===== src/rtl/core/hidden_bit_extract_packer_macros.svh =====
// Assertion macros for the hidden bit extract packer.
// Included by the top level; no other dependencies.
`ifndef HIDDEN_BIT_EXTRACT_PACKER_MACROS_SVH
`define HIDDEN_BIT_EXTRACT_PACKER_MACROS_SVH
`ifndef NO_ASSERTIONS
`define HBE_ASSERT_IMPL(lbl, clk_s, rst_n_s, prop, msg) \
	lbl: assert property (@(posedge clk_s) disable iff (!rst_n_s) prop) else $error(msg);
`define HBE_ASSERT_NEVER(lbl, clk_s, rst_n_s, cond, msg) \
	lbl: assert property (@(posedge clk_s) disable iff (!rst_n_s) !(cond)) else $error(msg);
`else
`define HBE_ASSERT_IMPL(lbl, clk_s, rst_n_s, prop, msg)
`define HBE_ASSERT_NEVER(lbl, clk_s, rst_n_s, cond, msg)
`endif
`endif


===== src/rtl/core/hbe_pkg.sv =====
// Shared constants, register indexes and command/status types for the packer.
// No dependencies.
`timescale 1ns / 1ps
package hbe_pkg;
	localparam int BPS_W       = 9;
	localparam int RATE_W      = 16;
	localparam int CFG_IDX_W   = 2;
	localparam int CREDIT_W    = 16;
	localparam int SPF_W       = 11;
	localparam int ACC_W       = 21;
	localparam int FRAMES_PER_SEC = 50;
	localparam int SPF_SHIFT   = 22;
	localparam int SPF_RECIP_I = ((1 << SPF_SHIFT) + FRAMES_PER_SEC - 1) / FRAMES_PER_SEC;
	localparam logic [16:0] SPF_RECIP = 17'(SPF_RECIP_I);

	localparam logic [2:0] MAX_GRANT   = 3'd6;
	localparam logic [2:0] NIBBLE_BITS = 3'd4;

	localparam logic [BPS_W-1:0]  DEFAULT_BPS  = 9'd250;
	localparam logic [RATE_W-1:0] DEFAULT_RATE = 16'd48000;

	localparam logic [CFG_IDX_W-1:0] REG_BPS  = 2'd0;
	localparam logic [CFG_IDX_W-1:0] REG_RATE = 2'd1;
	localparam logic [CFG_IDX_W-1:0] REG_SEQ  = 2'd2;

	typedef struct packed {
		logic load;
		logic spf;
		logic mul;
		logic div;
		logic plan;
		logic append;
		logic flush;
	} hbe_cmd_t;

	typedef struct packed {
		logic div_done;
		logic rem_zero;
		logic out_free;
	} hbe_stat_t;
endpackage


===== src/rtl/core/hbe_in_if.sv =====
// Input channel: frame word with valid/ready handshake.
// No dependencies.
`timescale 1ns / 1ps
interface hbe_in_if;
	logic       valid;
	logic       ready;
	logic       action;
	logic [7:0] hidden_word;
	logic [7:0] frame_bit_count;
	modport source (output valid, action, hidden_word, frame_bit_count, input ready);
	modport sink (input valid, action, hidden_word, frame_bit_count, output ready);
endinterface


===== src/rtl/core/hbe_out_if.sv =====
// Output channel: packed byte word with valid/ready handshake.
// No dependencies.
`timescale 1ns / 1ps
interface hbe_out_if;
	logic       valid;
	logic       ready;
	logic [7:0] data_byte;
	logic       last_of_item;
	modport source (output valid, data_byte, last_of_item, input ready);
	modport sink (input valid, data_byte, last_of_item, output ready);
endinterface


===== src/rtl/core/hidden_bit_extract_packer.sv =====
// Top level of the hidden bit extract packer: sequencer plus datapath.
// Depends on hbe_pkg, hbe_in_if, hbe_out_if, hbe_ctrl, hbe_dp and the macro header.
//
//   channel    direction  word
//   frame_in   sink       action, hidden_word, frame_bit_count
//   byte_out   source     data_byte, last_of_item
//   cfg_*      write      cfg_index selects register, cfg_data carries value
//
// A frame word passes, from its accept cycle to the next accept, through the
// frame-rate and credit multiplies, up to six compare-and-subtract steps of the grant
// divider and a closing compare, a plan step, then one append step per nibble or bit
// group plus a closing step. A flush passes from its accept to a single flush step.
// Reset is asynchronous; control and state registers return to their defaults at once.
// Append and flush steps hold while the output register waits on byte_out.ready.
`timescale 1ns / 1ps
`include "hidden_bit_extract_packer_macros.svh"
module hidden_bit_extract_packer (
	input  logic                          clk,
	input  logic                          arst_n,
	hbe_in_if.sink                        frame_in,
	hbe_out_if.source                     byte_out,
	input  logic                          cfg_we,
	input  logic [hbe_pkg::CFG_IDX_W-1:0] cfg_index,
	input  logic [hbe_pkg::RATE_W-1:0]    cfg_data
);
	import hbe_pkg::*;

	hbe_cmd_t  cmd;
	hbe_stat_t stat;
	logic      in_ready;

	assign frame_in.ready = in_ready;

	hbe_ctrl u_ctrl (
		.clk       (clk),
		.arst_n    (arst_n),
		.in_valid  (frame_in.valid),
		.in_action (frame_in.action),
		.in_ready  (in_ready),
		.stat      (stat),
		.cmd       (cmd)
	);

	hbe_dp u_dp (
		.clk       (clk),
		.arst_n    (arst_n),
		.cfg_we    (cfg_we),
		.cfg_index (cfg_index),
		.cfg_data  (cfg_data),
		.in_action (frame_in.action),
		.in_bits   (frame_in.hidden_word),
		.in_count  (frame_in.frame_bit_count),
		.out_ready (byte_out.ready),
		.out_valid (byte_out.valid),
		.out_data  (byte_out.data_byte),
		.out_last  (byte_out.last_of_item),
		.cmd       (cmd),
		.stat      (stat)
	);

	`HBE_ASSERT_IMPL(a_busy_after_accept, clk, arst_n, frame_in.valid && frame_in.ready |=> !frame_in.ready, "word accepted while previous one still in work")
	`HBE_ASSERT_IMPL(a_cmd_onehot, clk, arst_n, $onehot0(cmd), "more than one datapath command at once")
	`HBE_ASSERT_NEVER(a_append_blocked, clk, arst_n, (cmd.append || cmd.flush) && !stat.out_free, "append or flush while output register full")
endmodule


===== src/rtl/core/hbe_ctrl.sv =====
// Sequencer for the packer: steps grant, division, append and flush phases.
// Depends on hbe_pkg.
`timescale 1ns / 1ps
module hbe_ctrl (
	input  logic              clk,
	input  logic              arst_n,
	input  logic              in_valid,
	input  logic              in_action,
	output logic              in_ready,
	input  hbe_pkg::hbe_stat_t stat,
	output hbe_pkg::hbe_cmd_t  cmd
);
	import hbe_pkg::*;

	localparam logic [2:0] ST_IDLE   = 3'd0;
	localparam logic [2:0] ST_SPF    = 3'd1;
	localparam logic [2:0] ST_MUL    = 3'd2;
	localparam logic [2:0] ST_DIV    = 3'd3;
	localparam logic [2:0] ST_PLAN   = 3'd4;
	localparam logic [2:0] ST_APPEND = 3'd5;
	localparam logic [2:0] ST_FLUSH  = 3'd6;

	logic [2:0] state_q;
	logic [2:0] state_d;

	always_comb begin
		state_d  = state_q;
		cmd      = '0;
		in_ready = 1'b0;
		case (state_q)
			ST_IDLE: begin
				in_ready = 1'b1;
				if (in_valid) begin
					cmd.load = 1'b1;
					state_d  = in_action ? ST_FLUSH : ST_SPF;
				end
			end
			ST_SPF: begin
				cmd.spf = 1'b1;
				state_d = ST_MUL;
			end
			ST_MUL: begin
				cmd.mul = 1'b1;
				state_d = ST_DIV;
			end
			ST_DIV: begin
				if (stat.div_done) begin
					state_d = ST_PLAN;
				end else begin
					cmd.div = 1'b1;
				end
			end
			ST_PLAN: begin
				cmd.plan = 1'b1;
				state_d  = ST_APPEND;
			end
			ST_APPEND: begin
				if (stat.rem_zero) begin
					state_d = ST_IDLE;
				end else if (stat.out_free) begin
					cmd.append = 1'b1;
				end
			end
			ST_FLUSH: begin
				if (stat.out_free) begin
					cmd.flush = 1'b1;
					state_d   = ST_IDLE;
				end
			end
			default: begin
				state_d = ST_IDLE;
			end
		endcase
	end

	always_ff @(posedge clk or negedge arst_n) begin
		if (!arst_n) begin
			state_q <= ST_IDLE;
		end else begin
			state_q <= state_d;
		end
	end
endmodule


===== src/rtl/core/hbe_dp.sv =====
// Datapath: configuration registers, credit grant, sequence tracking, bit packer
// and output register. Depends on hbe_pkg.
`timescale 1ns / 1ps
module hbe_dp (
	input  logic                              clk,
	input  logic                              arst_n,
	input  logic                              cfg_we,
	input  logic [hbe_pkg::CFG_IDX_W-1:0]     cfg_index,
	input  logic [hbe_pkg::RATE_W-1:0]        cfg_data,
	input  logic                              in_action,
	input  logic [7:0]                        in_bits,
	input  logic [7:0]                        in_count,
	input  logic                              out_ready,
	output logic                              out_valid,
	output logic [7:0]                        out_data,
	output logic                              out_last,
	input  hbe_pkg::hbe_cmd_t                 cmd,
	output hbe_pkg::hbe_stat_t                stat
);
	import hbe_pkg::*;

	logic [BPS_W-1:0]    bps_q;
	logic [RATE_W-1:0]   rate_q;
	logic                seq_mode_q;
	logic [CREDIT_W-1:0] credit_q;
	logic [7:0]          pb_q;
	logic [2:0]          pc_q;
	logic [1:0]          exp_q;
	logic                synced_q;
	logic                out_valid_q;
	logic [7:0]          out_data_q;
	logic                out_last_q;
	logic [4:0]          rem_q;

	logic                action_q;
	logic [7:0]          bits_q;
	logic [7:0]          count_q;
	logic [SPF_W-1:0]    spf_q;
	logic [ACC_W-1:0]    acc_q;
	logic [2:0]          grant_q;
	logic [15:0]         stream_q;
	logic [2:0]          step_q;

	logic [32:0] spf_prod;
	logic [19:0] bps_prod;
	logic [2:0]  eff;
	logic        seq_case;
	logic [1:0]  gaps;
	logic [5:0]  chunk;
	logic [3:0]  sum;
	logic [15:0] wide;
	logic [4:0]  rem_after;
	logic [5:0]  tail_bits;
	logic        emit;

	assign spf_prod  = {17'b0, rate_q} * {16'b0, SPF_RECIP};
	assign bps_prod  = {11'b0, bps_q} * {9'b0, spf_q};
	assign eff       = (count_q > {5'b0, grant_q}) ? grant_q : count_q[2:0];
	assign seq_case  = seq_mode_q && (eff == MAX_GRANT);
	assign gaps      = synced_q ? (bits_q[5:4] - exp_q) : 2'd0;
	assign chunk     = stream_q[5:0] & ~(6'h3F << step_q);
	assign sum       = {1'b0, pc_q} + {1'b0, step_q};
	assign wide      = ({10'b0, chunk} << pc_q) | {8'b0, pb_q};
	assign rem_after = rem_q - {2'b0, step_q};
	assign tail_bits = {3'b0, sum[2:0]} + {1'b0, rem_after};
	assign emit      = cmd.append && sum[3];

	assign stat.div_done = (rate_q == '0) || (grant_q == MAX_GRANT) ||
		(acc_q < {5'b0, rate_q});
	assign stat.rem_zero = (rem_q == '0);
	assign stat.out_free = !out_valid_q || out_ready;

	assign out_valid = out_valid_q;
	assign out_data  = out_data_q;
	assign out_last  = out_last_q;

	always_ff @(posedge clk or negedge arst_n) begin
		if (!arst_n) begin
			bps_q       <= DEFAULT_BPS;
			rate_q      <= DEFAULT_RATE;
			seq_mode_q  <= 1'b0;
			credit_q    <= '0;
			pb_q        <= '0;
			pc_q        <= '0;
			exp_q       <= '0;
			synced_q    <= 1'b0;
			out_valid_q <= 1'b0;
			rem_q       <= '0;
		end else begin
			if (cfg_we) begin
				case (cfg_index)
					REG_BPS:  bps_q      <= cfg_data[BPS_W-1:0];
					REG_RATE: rate_q     <= cfg_data;
					REG_SEQ:  seq_mode_q <= cfg_data[0];
					default: begin
					end
				endcase
			end
			if (out_valid_q && out_ready) begin
				out_valid_q <= 1'b0;
			end
			if (cmd.plan) begin
				credit_q <= (acc_q > ACC_W'(16'hFFFF)) ? 16'hFFFF : acc_q[CREDIT_W-1:0];
				if (seq_case) begin
					rem_q    <= {3'(gaps) + 3'd1, 2'b00};
					exp_q    <= bits_q[5:4] + 2'd1;
					synced_q <= 1'b1;
				end else begin
					rem_q <= {2'b0, eff};
				end
			end
			if (cmd.append) begin
				rem_q <= rem_after;
				if (sum[3]) begin
					pb_q <= wide[15:8];
					pc_q <= sum[2:0];
				end else begin
					pb_q <= wide[7:0];
					pc_q <= sum[2:0];
				end
			end
			if (cmd.flush) begin
				pb_q <= '0;
				pc_q <= '0;
			end
			if (emit || (cmd.flush && pc_q != '0)) begin
				out_valid_q <= 1'b1;
			end
		end
	end

	always_ff @(posedge clk) begin
		if (cmd.load) begin
			action_q <= in_action;
			bits_q   <= in_bits;
			count_q  <= in_count;
		end
		if (cmd.spf) begin
			spf_q <= spf_prod[SPF_SHIFT +: SPF_W];
		end
		if (cmd.mul) begin
			acc_q   <= {5'b0, credit_q} + {1'b0, bps_prod};
			grant_q <= '0;
		end
		if (cmd.div) begin
			acc_q   <= acc_q - {5'b0, rate_q};
			grant_q <= grant_q + 3'd1;
		end
		if (cmd.plan) begin
			if (seq_case) begin
				stream_q <= {12'b0, bits_q[3:0]} << {gaps, 2'b00};
				step_q   <= NIBBLE_BITS;
			end else begin
				stream_q <= {8'b0, bits_q};
				step_q   <= eff;
			end
		end
		if (cmd.append) begin
			stream_q <= stream_q >> step_q;
		end
		if (emit) begin
			out_data_q <= wide[7:0];
			out_last_q <= (tail_bits < 6'd8);
		end else if (cmd.flush && action_q) begin
			out_data_q <= pb_q;
			out_last_q <= 1'b1;
		end
	end
endmodule


===== src/flat_wrapper.sv =====
// flat-port wrapper written by rule: the top's interface ports become plain ports
module hidden_bit_extract_packer_flat import hbe_pkg::*;
  (clk, arst_n, cfg_we, cfg_index, cfg_data, frame_in_valid, frame_in_action, frame_in_hidden_word, frame_in_frame_bit_count, frame_in_ready, byte_out_valid, byte_out_data_byte, byte_out_last_of_item, byte_out_ready);
  hbe_in_if frame_in_i ();
  hbe_out_if byte_out_i ();
  input  logic clk;
  input  logic arst_n;
  input  logic cfg_we;
  input  logic [hbe_pkg::CFG_IDX_W-1:0] cfg_index;
  input  logic [hbe_pkg::RATE_W-1:0] cfg_data;
  input wire logic [$bits(frame_in_i.valid)-1:0] frame_in_valid;
  input wire logic [$bits(frame_in_i.action)-1:0] frame_in_action;
  input wire logic [$bits(frame_in_i.hidden_word)-1:0] frame_in_hidden_word;
  input wire logic [$bits(frame_in_i.frame_bit_count)-1:0] frame_in_frame_bit_count;
  output wire logic [$bits(frame_in_i.ready)-1:0] frame_in_ready;
  output wire logic [$bits(byte_out_i.valid)-1:0] byte_out_valid;
  output wire logic [$bits(byte_out_i.data_byte)-1:0] byte_out_data_byte;
  output wire logic [$bits(byte_out_i.last_of_item)-1:0] byte_out_last_of_item;
  input wire logic [$bits(byte_out_i.ready)-1:0] byte_out_ready;
  assign frame_in_i.valid = frame_in_valid;
  assign frame_in_i.action = frame_in_action;
  assign frame_in_i.hidden_word = frame_in_hidden_word;
  assign frame_in_i.frame_bit_count = frame_in_frame_bit_count;
  assign frame_in_ready = frame_in_i.ready;
  assign byte_out_valid = byte_out_i.valid;
  assign byte_out_data_byte = byte_out_i.data_byte;
  assign byte_out_last_of_item = byte_out_i.last_of_item;
  assign byte_out_i.ready = byte_out_ready;
  hidden_bit_extract_packer u_core (.clk(clk), .arst_n(arst_n), .frame_in(frame_in_i), .byte_out(byte_out_i), .cfg_we(cfg_we), .cfg_index(cfg_index), .cfg_data(cfg_data));
endmodule

===== config.mk =====
export PLATFORM = sky130hd
export DESIGN_NAME = hidden_bit_extract_packer_flat
export DESIGN_NICKNAME = d
export VERILOG_FILES = /design/src/rtl/core/hbe_pkg.sv /design/src/rtl/core/hbe_in_if.sv /design/src/rtl/core/hbe_out_if.sv /design/src/rtl/core/hidden_bit_extract_packer.sv /design/src/rtl/core/hbe_ctrl.sv /design/src/rtl/core/hbe_dp.sv /design/src/flat_wrapper.sv
export VERILOG_INCLUDE_DIRS = /design/src /design/src/rtl/core
export SDC_FILE = /design/constraint.sdc
export NUM_CORES = 1
export LEC_CHECK = 0
export BUFFER_PORTS_ARGS = -buffer_cell sky130_fd_sc_hd__buf_4
export CAP_MARGIN = 20
export CELL_PAD_IN_SITES_DETAIL_PLACEMENT = 1
export CELL_PAD_IN_SITES_GLOBAL_PLACEMENT = 1
export CORE_MARGIN = 2
export CORE_UTILIZATION = 38
export CTS_BUF_LIST = sky130_fd_sc_hd__clkbuf_8 sky130_fd_sc_hd__clkbuf_16
export DETAILED_ROUTE_END_ITERATION = 7
export PLACE_DENSITY = 0.78
export SLEW_MARGIN = 15
export SYNTH_ARGS = -nofsm -noshare
export SYNTH_HDL_FRONTEND = slang
export SYNTH_SLANG_ARGS = --single-unit

===== constraint.sdc =====
create_clock -name clk -period 5.8 [get_ports clk]
set_clock_uncertainty 0.15 [all_clocks]
set_input_delay 0.58 -clock clk [delete_from_list [all_inputs] [get_ports clk]]
set_output_delay 0.58 -clock clk [all_outputs]
set_load 0.01 [all_outputs]

# Yosys cells after proc, flatten, opt, wreduce, memory -nomap -nowiden
# Cells that the tools add are included.
# op_classes
n_eq_ne,14
bitwise,3
mul,2
n_addsub,9
shifts,4
mux,42
order_cmp,4
reduce_logical,25
# op_table
operator,n
$mux 16,4
$mux 21,2
$mux 8,5
$mul 16x17->33 const B,1
$mux 3,10
$add 16x20->21,1
$gt 21x16->1 const B,1
$lt 21x16->1,1
$pmux 3 s7,1
$sub 21x16->21,1
$mul 9x11->20,1
$logic_not 16->1,1
$mux 1,16
$or 16x8->16,1
$shl 4x4->16,1
$shl 6x3->16,1
$shr 16x3->16,1
$eq 3x3->1 const B,5
$mux 5,3
$reduce_bool 2->1,5
$gt 8x3->1,1
$reduce_and 2->1,4
$add 3x5->6,1
$and 6x6->6,1
24 further kinds,34
# totals
word_cells,124
out_inout_bits,11
regBits,145
in_bits,40

# Depth between registers and ports, before layout
# Gate-level depths: netlist (run 1).
# logic_depth
depth_word,8
depth_mapped,20
ltp_nobuf,20

# Hierarchy
# A second synthesis (run 1) with hierarchy kept.
# unflattened
hier_cells,1650
hier_area_um2,16400.7
# by_module_without_submodules
module,area_each_um2,cells_per_inst,n_inst,seq_area_each_um2
hbe_dp,16102.9,1616,1,3970.1
hbe_ctrl,297.8,34,1,75.1

# Least setup slack after synthesis (run 1)
# Ideal clock, no wire load.
# synth_path
path_type,flip-flop to flip-flop
startpoint,reg u_core.u_dp.rate_q[1]
endpoint,"reg u_core.u_dp.spf_q[10], data pin"
stages_incl_launch_ff,19
slack_ns,0.037
required_time_ns,5.387
period_less_slack_ns,5.763
n_path_buf,0
setup_ns,0.263
arrival_time_ns,5.350
path_cell_list,dfrtp_1 > fa_1 > inv_1 > fa_1 > fa_1 > fa_1 > inv_1 > fa_1 > inv_1 > fa_1 > inv_1 > ha_1 > a21oi_1 > and3b_1 > o311a_1 > a221o_1 > a21o_1 > nor4_1 > nor3_1
# synth_between
elab_chain_cells,1
# synth_rtl
item,line,text
from (decl),hbe_dp.sv:23,logic [RATE_W-1:0] rate_q;
from (signal assigned),hbe_dp.sv:93,REG_RATE: rate_q <= cfg_data;
$mul 16x17->33,hbe_dp.sv:56,"assign spf_prod = {17'b0, rate_q} * {16'b0, SPF_RECIP};"
named net u_core.u_dp.spf_prod[32],hbe_dp.sv:44,logic [32:0] spf_prod;
to (signal assigned),hbe_dp.sv:139,spf_q <= spf_prod[SPF_SHIFT +: SPF_W];
to (decl),hbe_dp.sv:38,logic [SPF_W-1:0] spf_q;
# The timed path passes the listed nets, and every way through them passes these cells.
# A chain may end at the register's enable or synchronous reset.

# Final worst setup path (run 1)
# layout_path
startpoint,reg u_core.u_dp.rate_q[9]
endpoint,"reg u_core.u_dp.spf_q[8], data pin"
# The elaborated chain is that of the path after synthesis.

==> summary.txt, run 1 <==
Global routing
  • Number of global-route vias before repair: 14.4k
  • First-pass GRT wire length: 76400 µm
  • Largest net degree at the start of global routing: 66
  • Antenna violations before repair: 1
  • Total Routing Usage GR: 21.9%
  • Grt total ovfl: 0

STA
  • RSZ-0062 raised after global routing: yes
  • TNS Setup: -1.38 ns
  • Worst slew pin tran: 1.00 ns
  • Final setup viols: 10
  • Final Cycle Share: 104%
  • Final hold viol count: 0
  • Max Transition Viols Final: 0
  • Final Critical Period: 6.04 ns
  • Worst relative slew slack: 32.5%
  • PnR worst setup slack: -0.241 ns
  • F_max: 0.166 GHz

Die
  • Core area: 43000 µm²
  • Die area: 45200 µm²
  • Placement Rows: 76
  • Die width: 213 µm
  • Die Ht: 213 µm
  • Num ports: 51
  • Starting Density: 38.5%

Synth
  • Syn Area/Cell: 9.98 µm²
  • Main synth FF type: edfxtp_1
  • Post-synth EDFFs: 80
  • Register area share after synthesis: 24.5%
  • Mapped cell area: 16500 µm²
  • Syn_nets: 2096
  • Distinct cells, synth: 76
  • Synth top area share: 21.4%
  • Cell taking the most area after synthesis: fa_1
  • Async SR Flop Fraction: 44.8%
  • Ranking of synthesized cells by area: fa_1, ha_1, edfxtp_1, dfrtp_1, inv_1
  • FF+latch count, synth: 145
  • Cells after Synth: 1657
  • Synth warn: 0

Routing
  • Via-to-Cell Ratio: 5.35
  • Routed len/inst: 20.4 µm
  • Residual DRC count: 0
  • Post-DRT Antenna Nets: 0
  • 1st-pass router iterations: 6
  • Vias: 12.7k
  • Post-Route WL: 48600 µm
  • Initial DRC count: 648

Clock tree
  • CTS tree: built
  • CTS H-tree lvls: 4
  • Cts bufs inserted: 17
  • Worst skew pair latency: 0.46 ns
  • Clock buffer depth: 2
  • Clock sink count: 145
  • # hold bufs at CTS: 0
  • CTS root buf: clkbuf_16
  • Worst-path clk slew: 0.07 ns

Final layout
  • P&R area growth vs syn: 15.4%
  • Layout cells sized above 1: 17.0%
  • Post-layout util: 44.4%
  • NumNets Final: 2219

Critical path
  • CP peak stage delay: 0.59 ns
  • Top delay family on crit path: adder cells
  • CP required: 5.83 ns
  • Cell chain of the critical path: buf_4 > fa_2 > ha_2 > inv_1 > fa_1 > inv_1 > fa_1 > fa_1 > fa_1 > ha_4 > a21oi_2 > nor3_1 > or3_4 > a221o_2 > a31oi_2 > mux2i_1 > o2111ai_1
  • Crit path top cell by count: fa_1
  • Nature of the critical path endpoint: flip-flop
  • Crit-path max FO: 5
  • WP buf/inv: 3
  • Critical path type: reg -> reg
  • Startpoint Class: flip-flop
  • Slowest cell on crit path: dfstp_2
  • Critical path arrival: 6.07 ns

Placement
  • Routability cong.: 0.936
  • HPWL Detailed: 37900 µm
  • IO buf count: 50

Status
  • Status: finished with violations
  • Failing checks: negative setup slack

Job
  • Max_cap viols: 0

Min path
  • Worst min-delay path category: in -> async
## flip-flops by register name (all words and copies together), names as in the netlist, 5 cells and up
name                  count
u_core.u_dp.out_data      8
u_core.u_dp.rem_q         5
u_core.u_dp.spf_q        11
u_core.u_dp.bits_q        8
u_core.u_dp.credit_q     16
u_core.u_dp.count_q       8
u_core.u_dp.bps_q         9
u_core.u_dp.rate_q       16
u_core.u_dp.acc_q        21
u_core.u_dp.stream_q     16
u_core.u_dp.pb_q          8
## metrics by stage
step                      std cells  hold slack, ns  setup slack, ns  cell area (µm²)
after global routing           2378           0.128           -0.325            19100
after global placement         2327           0.314           -0.128            18000
after detailed placement       2327           0.333           -0.300            18000
after floorplan                1657           0.134           0.0373            16500
after CTS                      2363           0.129          -0.0523            18800
final                          2380           0.101           -0.241            19100
## cell families after synthesis
kind of cell	Yosys count	share of synthesized area, %
flip-flops	145	24.5
buffers and inverters	349	8.16
adder cells (fa/ha/maj)	399	38.2
AO/OA/AOI/OAI	292	11.9
AND/OR/NAND/NOR	376	11.4
XOR/XNOR	37	1.96
multiplexers	59	3.90
## layout by cell type, fill, tap and decap left out, types with 11 or more instances in the layout
cell         n
a21oi_1     77
inv_2       12
nor3_1      21
o21a_1      17
xnor2_1     19
mux2_2      34
o21ai_0     46
a211oi_1    18
a21o_1      16
inv_1      301
xor2_1      18
and2_1      58
dfrtp_1     49
a31oi_1     11
fa_1       165
dfstp_2     13
mux2i_1     24
clkbuf_16   18
nand3_1     14
ha_1       208
o31ai_1     11
nor2_1      86
nand2_1    112
fa_2        12
buf_4      135
edfxtp_1    80
## layer usage
layer  routed length [µm]  track usage, %  vias up  share of wire (%)
met5                    0               0        -                  0
met4                 1150            7.07        0                2.4
met3                 1980            3.12       84                4.1
met2                25800            40.1      286                 53
met1                19700            26.2     6546                 41
li1                     -               -     5812                  -
## path summary, 6_finish.rpt
kind                                               from                     to  slack (ns)  cells after the start
max in group asynchronous                        arst_n   u_core.u_dp.bps_q[8]        4.67                      1
worst max register to register    u_core.u_dp.rate_q[9]   u_core.u_dp.spf_q[8]       -0.24                     17
worst min-delay path                             arst_n    u_core.u_dp.pb_q[0]        0.10                      1
worst min register to register      u_core.u_dp.pb_q[5]    u_core.u_dp.pb_q[5]        0.34                      1
worst max-delay path              u_core.u_dp.rate_q[9]   u_core.u_dp.spf_q[8]       -0.24                     17
min in group clk                frame_in_hidden_word[4]  u_core.u_dp.bits_q[4]        0.14                      1
## repair_timing
item | 4_1_cts | 5_1_grt
setup buffers | 4 | 14
pin swaps | 20 | 12
gates resized for setup | 35 | 36
setup endpoints to repair | 11 | 20
## cell usage after synthesis (4+ instances only)
cell / number
a21oi_1: 83
o2111ai_1: 4
a21o_1: 17
a21boi_0: 4
nor2_1: 88
a31o_2: 4
nand2b_1: 4
mux2_2: 34
nand3_1: 14
o31ai_1: 11
a31oi_1: 12
and2_1: 58
o22a_1: 6
and3_1: 6
nand2_1: 112
o211ai_1: 7
dfstp_2: 13
o21bai_1: 10
o21ai_0: 49
inv_1: 307
o21a_1: 17
buf_2: 7
mux2i_1: 24
nor2b_1: 10
o211a_1: 4
fa_1: 177
nand3b_1: 6
buf_6: 4
edfxtp_1: 80
nor3_1: 23
a221o_1: 7
o22ai_1: 5
or3_1: 9
ha_1: 222
dfrtp_1: 52
nor4_1: 8
nor3b_1: 6
clkbuf_1: 27
o2bb2ai_1: 5
xnor2_1: 19
xor2_1: 18
a211oi_1: 20
or2_2: 5
nand4_1: 7
## layout make-up
type                    count  area [µm²]
repair buffers            145        1140
inverters                 308        1160
diodes                      2        5.00
multi-input cells        1163       11400
clock inverters            14         129
flip-flops and latches    145        4050
clock buffers              18         450
fillers                  4904       23900
well taps                 585         732
Power of run 1 is not shown: default switching activity piles up to over one toggle a cycle in this logic, so the estimate is an artifact.
==> inputs of run 2 (changes only) <==
--- a/config.mk
+++ b/config.mk
@@ -7,8 +7,7 @@
 export NUM_CORES = 1
 export LEC_CHECK = 0
 export BUFFER_PORTS_ARGS = -buffer_cell sky130_fd_sc_hd__buf_4
-export CAP_MARGIN = 20
-export CELL_PAD_IN_SITES_DETAIL_PLACEMENT = 1
+export CELL_PAD_IN_SITES_DETAIL_PLACEMENT = 0
 export CELL_PAD_IN_SITES_GLOBAL_PLACEMENT = 1
 export CORE_MARGIN = 2
 export CORE_UTILIZATION = 38
==> run 2 against run 1 <==
The run still ends with negative setup slack left. Maximum frequency is 2.2% higher. Design area down 1.1%. Sequential share of layout area rose by 0.22 points. Non-clock buffer count shrank 9. Via count down 5.4%. Cell count fell by 0.50%. Die area unchanged. Worst hold slack improved by 0.012 ns. Highest routed layer unchanged.
==> summary.txt, run 2 (synthesized netlist as in run 1, its figures left out) <==
Placement
  • Post-placement cell area: 18000 µm² (unchanged)
  • Pre-CTS WS: -0.239 ns (was -0.300 ns)
  • Placed cells: 2327 (unchanged)
  • Routability cong.: 0.936 (unchanged)
  • HPWL Detailed: 32900 µm (was 37900 µm)
  • IO buf count: 50 (unchanged)

Routing
  • 1st-pass router iterations: 5 (was 6)
  • Vias: 12.0k (was 12.7k)
  • Routed len/inst: 17.1 µm (was 20.4 µm)
  • Met3 wire length: 1730 µm (was 1980 µm)
  • Residual DRC count: 0 (unchanged)
  • Top sig layer: met4 (unchanged)
  • Post-Route WL: 40600 µm (was 48600 µm)
  • Met1 WL: 18200 µm (was 19700 µm)
  • Initial DRC count: 738 (was 648)
  • Wire length on met2: 19900 µm (was 25800 µm)
  • Post-DRT Antenna Nets: 0 (unchanged)
  • Via-to-Cell Ratio: 5.09 (was 5.35)

Critical path
  • Critical path arrival: 5.96 ns (was 6.07 ns)
  • CP peak stage delay: 0.56 ns (was 0.59 ns)
  • End of the worst register-to-register path: u_core.u_dp.spf_q[2] (was u_core.u_dp.spf_q[8])
  • Slowest cell on crit path: dfstp_2 (unchanged)
  • Reg-to-reg slack, setup: -0.11 ns (was -0.24 ns)
  • WP buf/inv: 3 (unchanged)
  • Crit-path max FO: 4 (was 5)
  • Nature of the critical path endpoint: flip-flop (unchanged)
  • R2R Path Start: u_core.u_dp.rate_q[11] (was u_core.u_dp.rate_q[9])
  • Cell chain of the critical path: fa_1 > fa_1 > inv_1 > fa_1 > inv_1 > fa_1 > fa_1 > fa_1 > ha_4 > a211oi_2 > nor2_1 > or3_4 > a221o_2 > buf_6 > o21a_1 > nor2_2 > xnor2_1 (was buf_4 > fa_2 > ha_2 > inv_1 > fa_1 > inv_1 > fa_1 > fa_1 > fa_1 > ha_4 > a21oi_2 > nor3_1 > or3_4 > a221o_2 > a31oi_2 > mux2i_1 > o2111ai_1)
  • Critical path type: reg -> reg (unchanged)
  • Startpoint Class: flip-flop (unchanged)
  • Worst R2R Path Depth: 17 (unchanged)
  • Crit path top cell by count: fa_1 (unchanged)
  • Top delay family on crit path: adder cells (unchanged)
  • CP required: 5.85 ns (was 5.83 ns)

STA
  • RSZ-0062 raised after global routing: yes (unchanged)
  • F_max: 0.169 GHz (was 0.166 GHz)
  • Final Cycle Share: 102% (was 104%)
  • Final hold viol count: 0 (unchanged)
  • Worst slew pin tran: 1.17 ns (was 1.00 ns)
  • Worst relative slew slack: 21.9% (was 32.5%)
  • Hold_ws: 0.113 ns (was 0.101 ns)
  • PnR worst setup slack: -0.112 ns (was -0.241 ns)
  • Final setup viols: 7 (was 10)
  • Final Critical Period: 5.91 ns (was 6.04 ns)
  • Max Transition Viols Final: 0 (unchanged)

Final layout
  • Number of flip-flops under the largest register name: 21 (unchanged)
  • Layout cells sized above 1: 15.6% (was 17.0%)
  • Largest Register: u_core.u_dp.acc_q (unchanged)
  • NumNets Final: 2210 (was 2219)
  • Final Non-Filler Cells: 2368 (was 2380)
  • Design area: 18900 µm² (was 19100 µm²)
  • Most common cell after layout, fill and taps aside: inv_1 (unchanged)
  • P&R area growth vs syn: 14.1% (was 15.4%)
  • Ant diodes: 0 (was 2)
  • Commonest non-fill, non-tap cells in the layout: inv_1, ha_1, fa_1 (unchanged)
  • Filler cells: 4167 (was 4904)

Clock tree
  • # hold bufs at CTS: 0 (unchanged)
  • CTS H-tree lvls: 4 (unchanged)
  • Worst skew pair latency: 0.46 ns (about the same)
  • Cts bufs inserted: 17 (unchanged)
  • Worst-path clk slew: 0.07 ns (about the same)
  • CTS tree: built (unchanged)
  • CTS root buf: clkbuf_16 (unchanged)
  • Clock sink count: 145 (unchanged)
  • Clock buffer depth: 2 (unchanged)

Die
  • Die width: 213 µm (unchanged)
  • Placement Rows: 76 (unchanged)
  • Core area: 43000 µm² (unchanged)
  • Starting Density: 38.5% (unchanged)
  • Die Ht: 213 µm (unchanged)
  • Num ports: 51 (unchanged)
  • Die area: 45200 µm² (unchanged)

Global routing
  • First-pass GRT wire length: 66300 µm (was 76400 µm)
  • Largest net degree at the start of global routing: 66 (unchanged)
  • Number of global-route vias before repair: 12.7k (was 14.4k)
  • Antenna violations before repair: 0 (was 1)
  • Total Routing Usage GR: 18.9% (was 21.9%)
  • Grt total ovfl: 0 (unchanged)

Min path
  • Worst min-delay path category: in -> async (unchanged)

Status
  • Status: finished with violations (unchanged)
  • Failing checks: negative setup slack (unchanged)

Job
  • Max_cap viols: 0 (unchanged)
[run 2: stage by stage]
| step | util (%) | setup TNS (ns) |
|---|---|---|
| after floorplan | - | 0 |
| after global placement | 42.0 | -0.550 |
| after detailed placement | 42.0 | -1.28 |
| after CTS | 43.4 | -0.151 |
| after global routing | 43.9 | -1.87 |
| final | 43.9 | -0.303 |
[run 2: area by class of cell]
| class | count | area (µm²) | share of cell area, % |
|---|---|---|---|
| inverter | 308 | 1160 | 6.13 |
| timing repair buffer | 136 | 1030 | 5.47 |
| tap | 585 | 732 | 3.88 |
| clock buffer | 17 | 425 | 2.25 |
| sequential | 145 | 4050 | 21.4 |
| multi-input combinational | 1163 | 11400 | 60.2 |
| clock inverter | 14 | 119 | 0.630 |
[run 2: repair_timing]
action                                 in CTS  in global routing
resized for setup                          13                 33
setup endpoints to repair                   9                 19
endpoints found under the hold margin       0                  0
pin swaps                                  10                 19
setup buffers                               5                  5
[run 2: how the worst max path moves through the flow]
stage | from | end | slack [ns] | depth (start not counted)
after floorplan | u_core.u_dp.rate_q[1] | u_core.u_dp.spf_q[10] | 0.04 | 18
after CTS | u_core.u_dp.rate_q[11] | u_core.u_dp.spf_q[10] | -0.04 | 16
after detailed placement | u_core.u_dp.rate_q[9] | u_core.u_dp.spf_q[10] | -0.24 | 19
final | u_core.u_dp.rate_q[11] | u_core.u_dp.spf_q[2] | -0.11 | 17
after global routing | u_core.u_dp.rate_q[9] | u_core.u_dp.spf_q[2] | -0.24 | 19
after global placement | u_core.u_dp.rate_q[4] | u_core.u_dp.spf_q[10] | -0.13 | 18
[run 2: metal layers]
layer,track usage [%],vias to the layer above
met5,0,-
met4,5.04,0
met3,3.62,49
met2,32.3,242
met1,24.5,5968
li1,-,5786
[run 2: worst register-to-register path, stage by stage (launching register included)]
cell      delay, ns
dfstp_2        0.56
fa_1           0.47
fa_1           0.52
inv_1          0.05
fa_1           0.47
inv_1          0.05
fa_1           0.49
fa_1           0.43
fa_1           0.55
ha_4           0.22
a211oi_2       0.17
nor2_1         0.06
or3_4          0.37
a221o_2        0.49
buf_6          0.17
o21a_1         0.20
nor2_2         0.15
xnor2_1        0.10
Power of run 2 is left out for the same reason.
==> inputs of run 3 (changes only) <==
--- a/config.mk
+++ b/config.mk
@@ -14,6 +14,7 @@
 export CTS_BUF_LIST = sky130_fd_sc_hd__clkbuf_8 sky130_fd_sc_hd__clkbuf_16
 export DETAILED_ROUTE_END_ITERATION = 7
 export PLACE_DENSITY = 0.78
+export SETUP_SLACK_MARGIN = 0.1
 export SLEW_MARGIN = 15
 export SYNTH_ARGS = -nofsm -noshare
 export SYNTH_HDL_FRONTEND = slang
==> run 3 against run 2 <==
The flow still finishes with violations (negative setup slack). Routed wire length grew 0.33%. Die area is the same. Utilization grew 0.33 points. Via count grew 0.74%. Cell count grew 0.13%. Highest routed layer unchanged. Setup slack gained 0.069 ns. Non-clock buffer count grew 3. Design area grew 0.76%. Flip-flop and latch count is the same.
==> summary.txt, run 3 (synthesized netlist as in run 1, its figures left out) <==
Global routing
  • First-pass GRT wire length: 65900 µm (was 66300 µm)
  • Grt total ovfl: 0 (unchanged)
  • Antenna violations before repair: 0 (unchanged)
  • Total Routing Usage GR: 18.8% (was 18.9%)
  • Number of global-route vias before repair: 12.6k (was 12.7k)
  • Largest net degree at the start of global routing: 66 (unchanged)

Routing
  • Residual DRC count: 0 (unchanged)
  • Vias: 12.1k (was 12.0k)
  • 1st-pass router iterations: 5 (unchanged)
  • Via-to-Cell Ratio: 5.12 (was 5.09)
  • Routed len/inst: 17.2 µm (was 17.1 µm)
  • Post-Route WL: 40700 µm (was 40600 µm)
  • Initial DRC count: 706 (was 738)
  • Post-DRT Antenna Nets: 0 (unchanged)

STA
  • Final setup viols: 2 (was 7)
  • Final hold viol count: 0 (unchanged)
  • Worst slew pin tran: 1.12 ns (was 1.17 ns)
  • TNS Setup: -0.0526 ns (was -0.303 ns)
  • Max Transition Viols Final: 0 (unchanged)
  • Final Critical Period: 5.84 ns (was 5.91 ns)
  • Final Cycle Share: 101% (was 102%)
  • F_max: 0.171 GHz (was 0.169 GHz)
  • Worst relative slew slack: 25.3% (was 21.9%)
  • PnR worst setup slack: -0.0427 ns (was -0.112 ns)
  • RSZ-0062 raised after global routing: yes (unchanged)

Min path
  • Worst min-delay path category: in -> async (unchanged)

Final layout
  • NumNets Final: 2213 (was 2210)
  • Layout cells sized above 1: 16.4% (was 15.6%)
  • Largest Register: u_core.u_dp.acc_q (unchanged)
  • Final Non-Filler Cells: 2371 (was 2368)
  • Commonest non-fill, non-tap cells in the layout: inv_1, ha_1, fa_1 (unchanged)
  • Number of flip-flops under the largest register name: 21 (unchanged)
  • Most common cell after layout, fill and taps aside: inv_1 (unchanged)
  • Ant diodes: 0 (unchanged)
  • Design area: 19000 µm² (was 18900 µm²)
  • P&R area growth vs syn: 15.0% (was 14.1%)

Die
  • Core area: 43000 µm² (unchanged)
  • Die width: 213 µm (unchanged)
  • Num ports: 51 (unchanged)
  • Die area: 45200 µm² (unchanged)
  • Starting Density: 38.5% (unchanged)
  • Placement Rows: 76 (unchanged)
  • Die Ht: 213 µm (unchanged)

Clock tree
  • # hold bufs at CTS: 0 (unchanged)
  • Clock sink count: 145 (unchanged)
  • CTS H-tree lvls: 4 (unchanged)
  • Cts bufs inserted: 17 (unchanged)
  • Worst-path clk slew: 0.06 ns (was 0.07 ns)
  • Clock buffer depth: 2 (unchanged)
  • Worst skew pair latency: 0.45 ns (was 0.46 ns)
  • CTS root buf: clkbuf_16 (unchanged)
  • CTS tree: built (unchanged)

Critical path
  • Cell chain of the critical path: fa_2 > inv_2 > fa_1 > inv_1 > fa_1 > fa_2 > fa_1 > inv_1 > fa_1 > inv_2 > ha_4 > and3_4 > and3b_2 > o311a_1 > a221o_2 > a21o_4 > nor4_4 > nor3_2 (was fa_1 > fa_1 > inv_1 > fa_1 > inv_1 > fa_1 > fa_1 > fa_1 > ha_4 > a211oi_2 > nor2_1 > or3_4 > a221o_2 > buf_6 > o21a_1 > nor2_2 > xnor2_1)
  • Critical path type: reg -> reg (unchanged)
  • Crit-path max FO: 6 (was 4)
  • Top delay family on crit path: adder cells (unchanged)
  • Startpoint Class: flip-flop (unchanged)
  • CP required: 5.84 ns (was 5.85 ns)
  • Critical path arrival: 5.88 ns (was 5.96 ns)
  • WP buf/inv: 4 (was 3)
  • CP peak stage delay: 0.59 ns (was 0.56 ns)
  • Slowest cell on crit path: fa_2 (was dfstp_2)
  • Nature of the critical path endpoint: flip-flop (unchanged)
  • Crit path top cell by count: fa_1 (unchanged)

Placement
  • Placed cells: 2328 (was 2327)
  • Routability cong.: 0.920 (was 0.936)
  • IO buf count: 50 (unchanged)
  • HPWL Detailed: 33000 µm (was 32900 µm)
  • Post-placement cell area: 18100 µm² (was 18000 µm²)

Status
  • Failing checks: negative setup slack (unchanged)
  • Status: finished with violations (unchanged)

Job
  • Max_cap viols: 0 (unchanged)
## run 3: changes by cell type in the layout (fill, tap and decap cells not counted), sizes merged
cell,change
clkinv,-3
clkbuf,+2
buf,+2
clkinvlp,+2
## run 3: worst reg2reg max path, stage by stage (launching register included)
cell	delay (ns)
dfrtp_2	0.41
fa_2	0.59
inv_2	0.05
fa_1	0.48
inv_1	0.05
fa_1	0.50
fa_2	0.45
fa_1	0.49
inv_1	0.06
fa_1	0.50
inv_2	0.05
ha_4	0.21
and3_4	0.14
and3b_2	0.20
o311a_1	0.28
a221o_2	0.40
a21o_4	0.28
nor4_4	0.22
nor3_2	0.07
## run 3: layout make-up
cell class | count | area (µm²)
Timing Repair Buffer | 139 | 1070
Tap cell | 585 | 732
Fill cell | 4101 | 24000
Inverter | 308 | 1160
Clock inverter | 13 | 101
Multi-Input combinational cell | 1163 | 11500
Clock buffer | 18 | 450
Sequential cell | 145 | 4050
## run 3: through the flow
step	util (%)	hold WS [ns]	worst slack, ns
after floorplan	-	0.134	0.104
after global placement	42.0	0.311	-0.0372
after detailed placement	42.0	0.314	-0.149
after CTS	43.4	0.131	-0.0655
after global routing	44.2	0.127	-0.195
final	44.2	0.0901	-0.0427
## run 3: final timing paths
kind                                         start               endpoint  slack, ns  cells past startpoint
max in group asynchronous                   arst_n   u_core.u_dp.bps_q[2]       4.69                      1
hold / removal                              arst_n    u_core.u_dp.pb_q[0]       0.09                      1
hold reg to reg               u_core.u_dp.synced_q   u_core.u_dp.synced_q       0.33                      1
setup reg to reg             u_core.u_dp.rate_q[4]  u_core.u_dp.spf_q[10]      -0.04                     18
min in group clk           frame_in_hidden_word[3]  u_core.u_dp.bits_q[3]       0.15                      1
setup / recovery             u_core.u_dp.rate_q[4]  u_core.u_dp.spf_q[10]      -0.04                     18
## run 3: metal layers
layer	routed length, µm	part of all wire, %	vias to the layer above	global-route usage, %
met3	1890	4.7	48	3.62
li1	-	-	5816	-
met1	18100	44	6032	24.6
met2	20000	49	238	32.1
met4	744	1.8	0	4.85
met5	0	0	-	0
## run 3: timing repair
item | 4_1_cts | 5_1_grt
setup buffers | 0 | 12
resized for setup | 8 | 53
endpoints found under the setup margin | 10 | 20
pin swaps | 6 | 18
Power of run 3 is left out for the same reason.
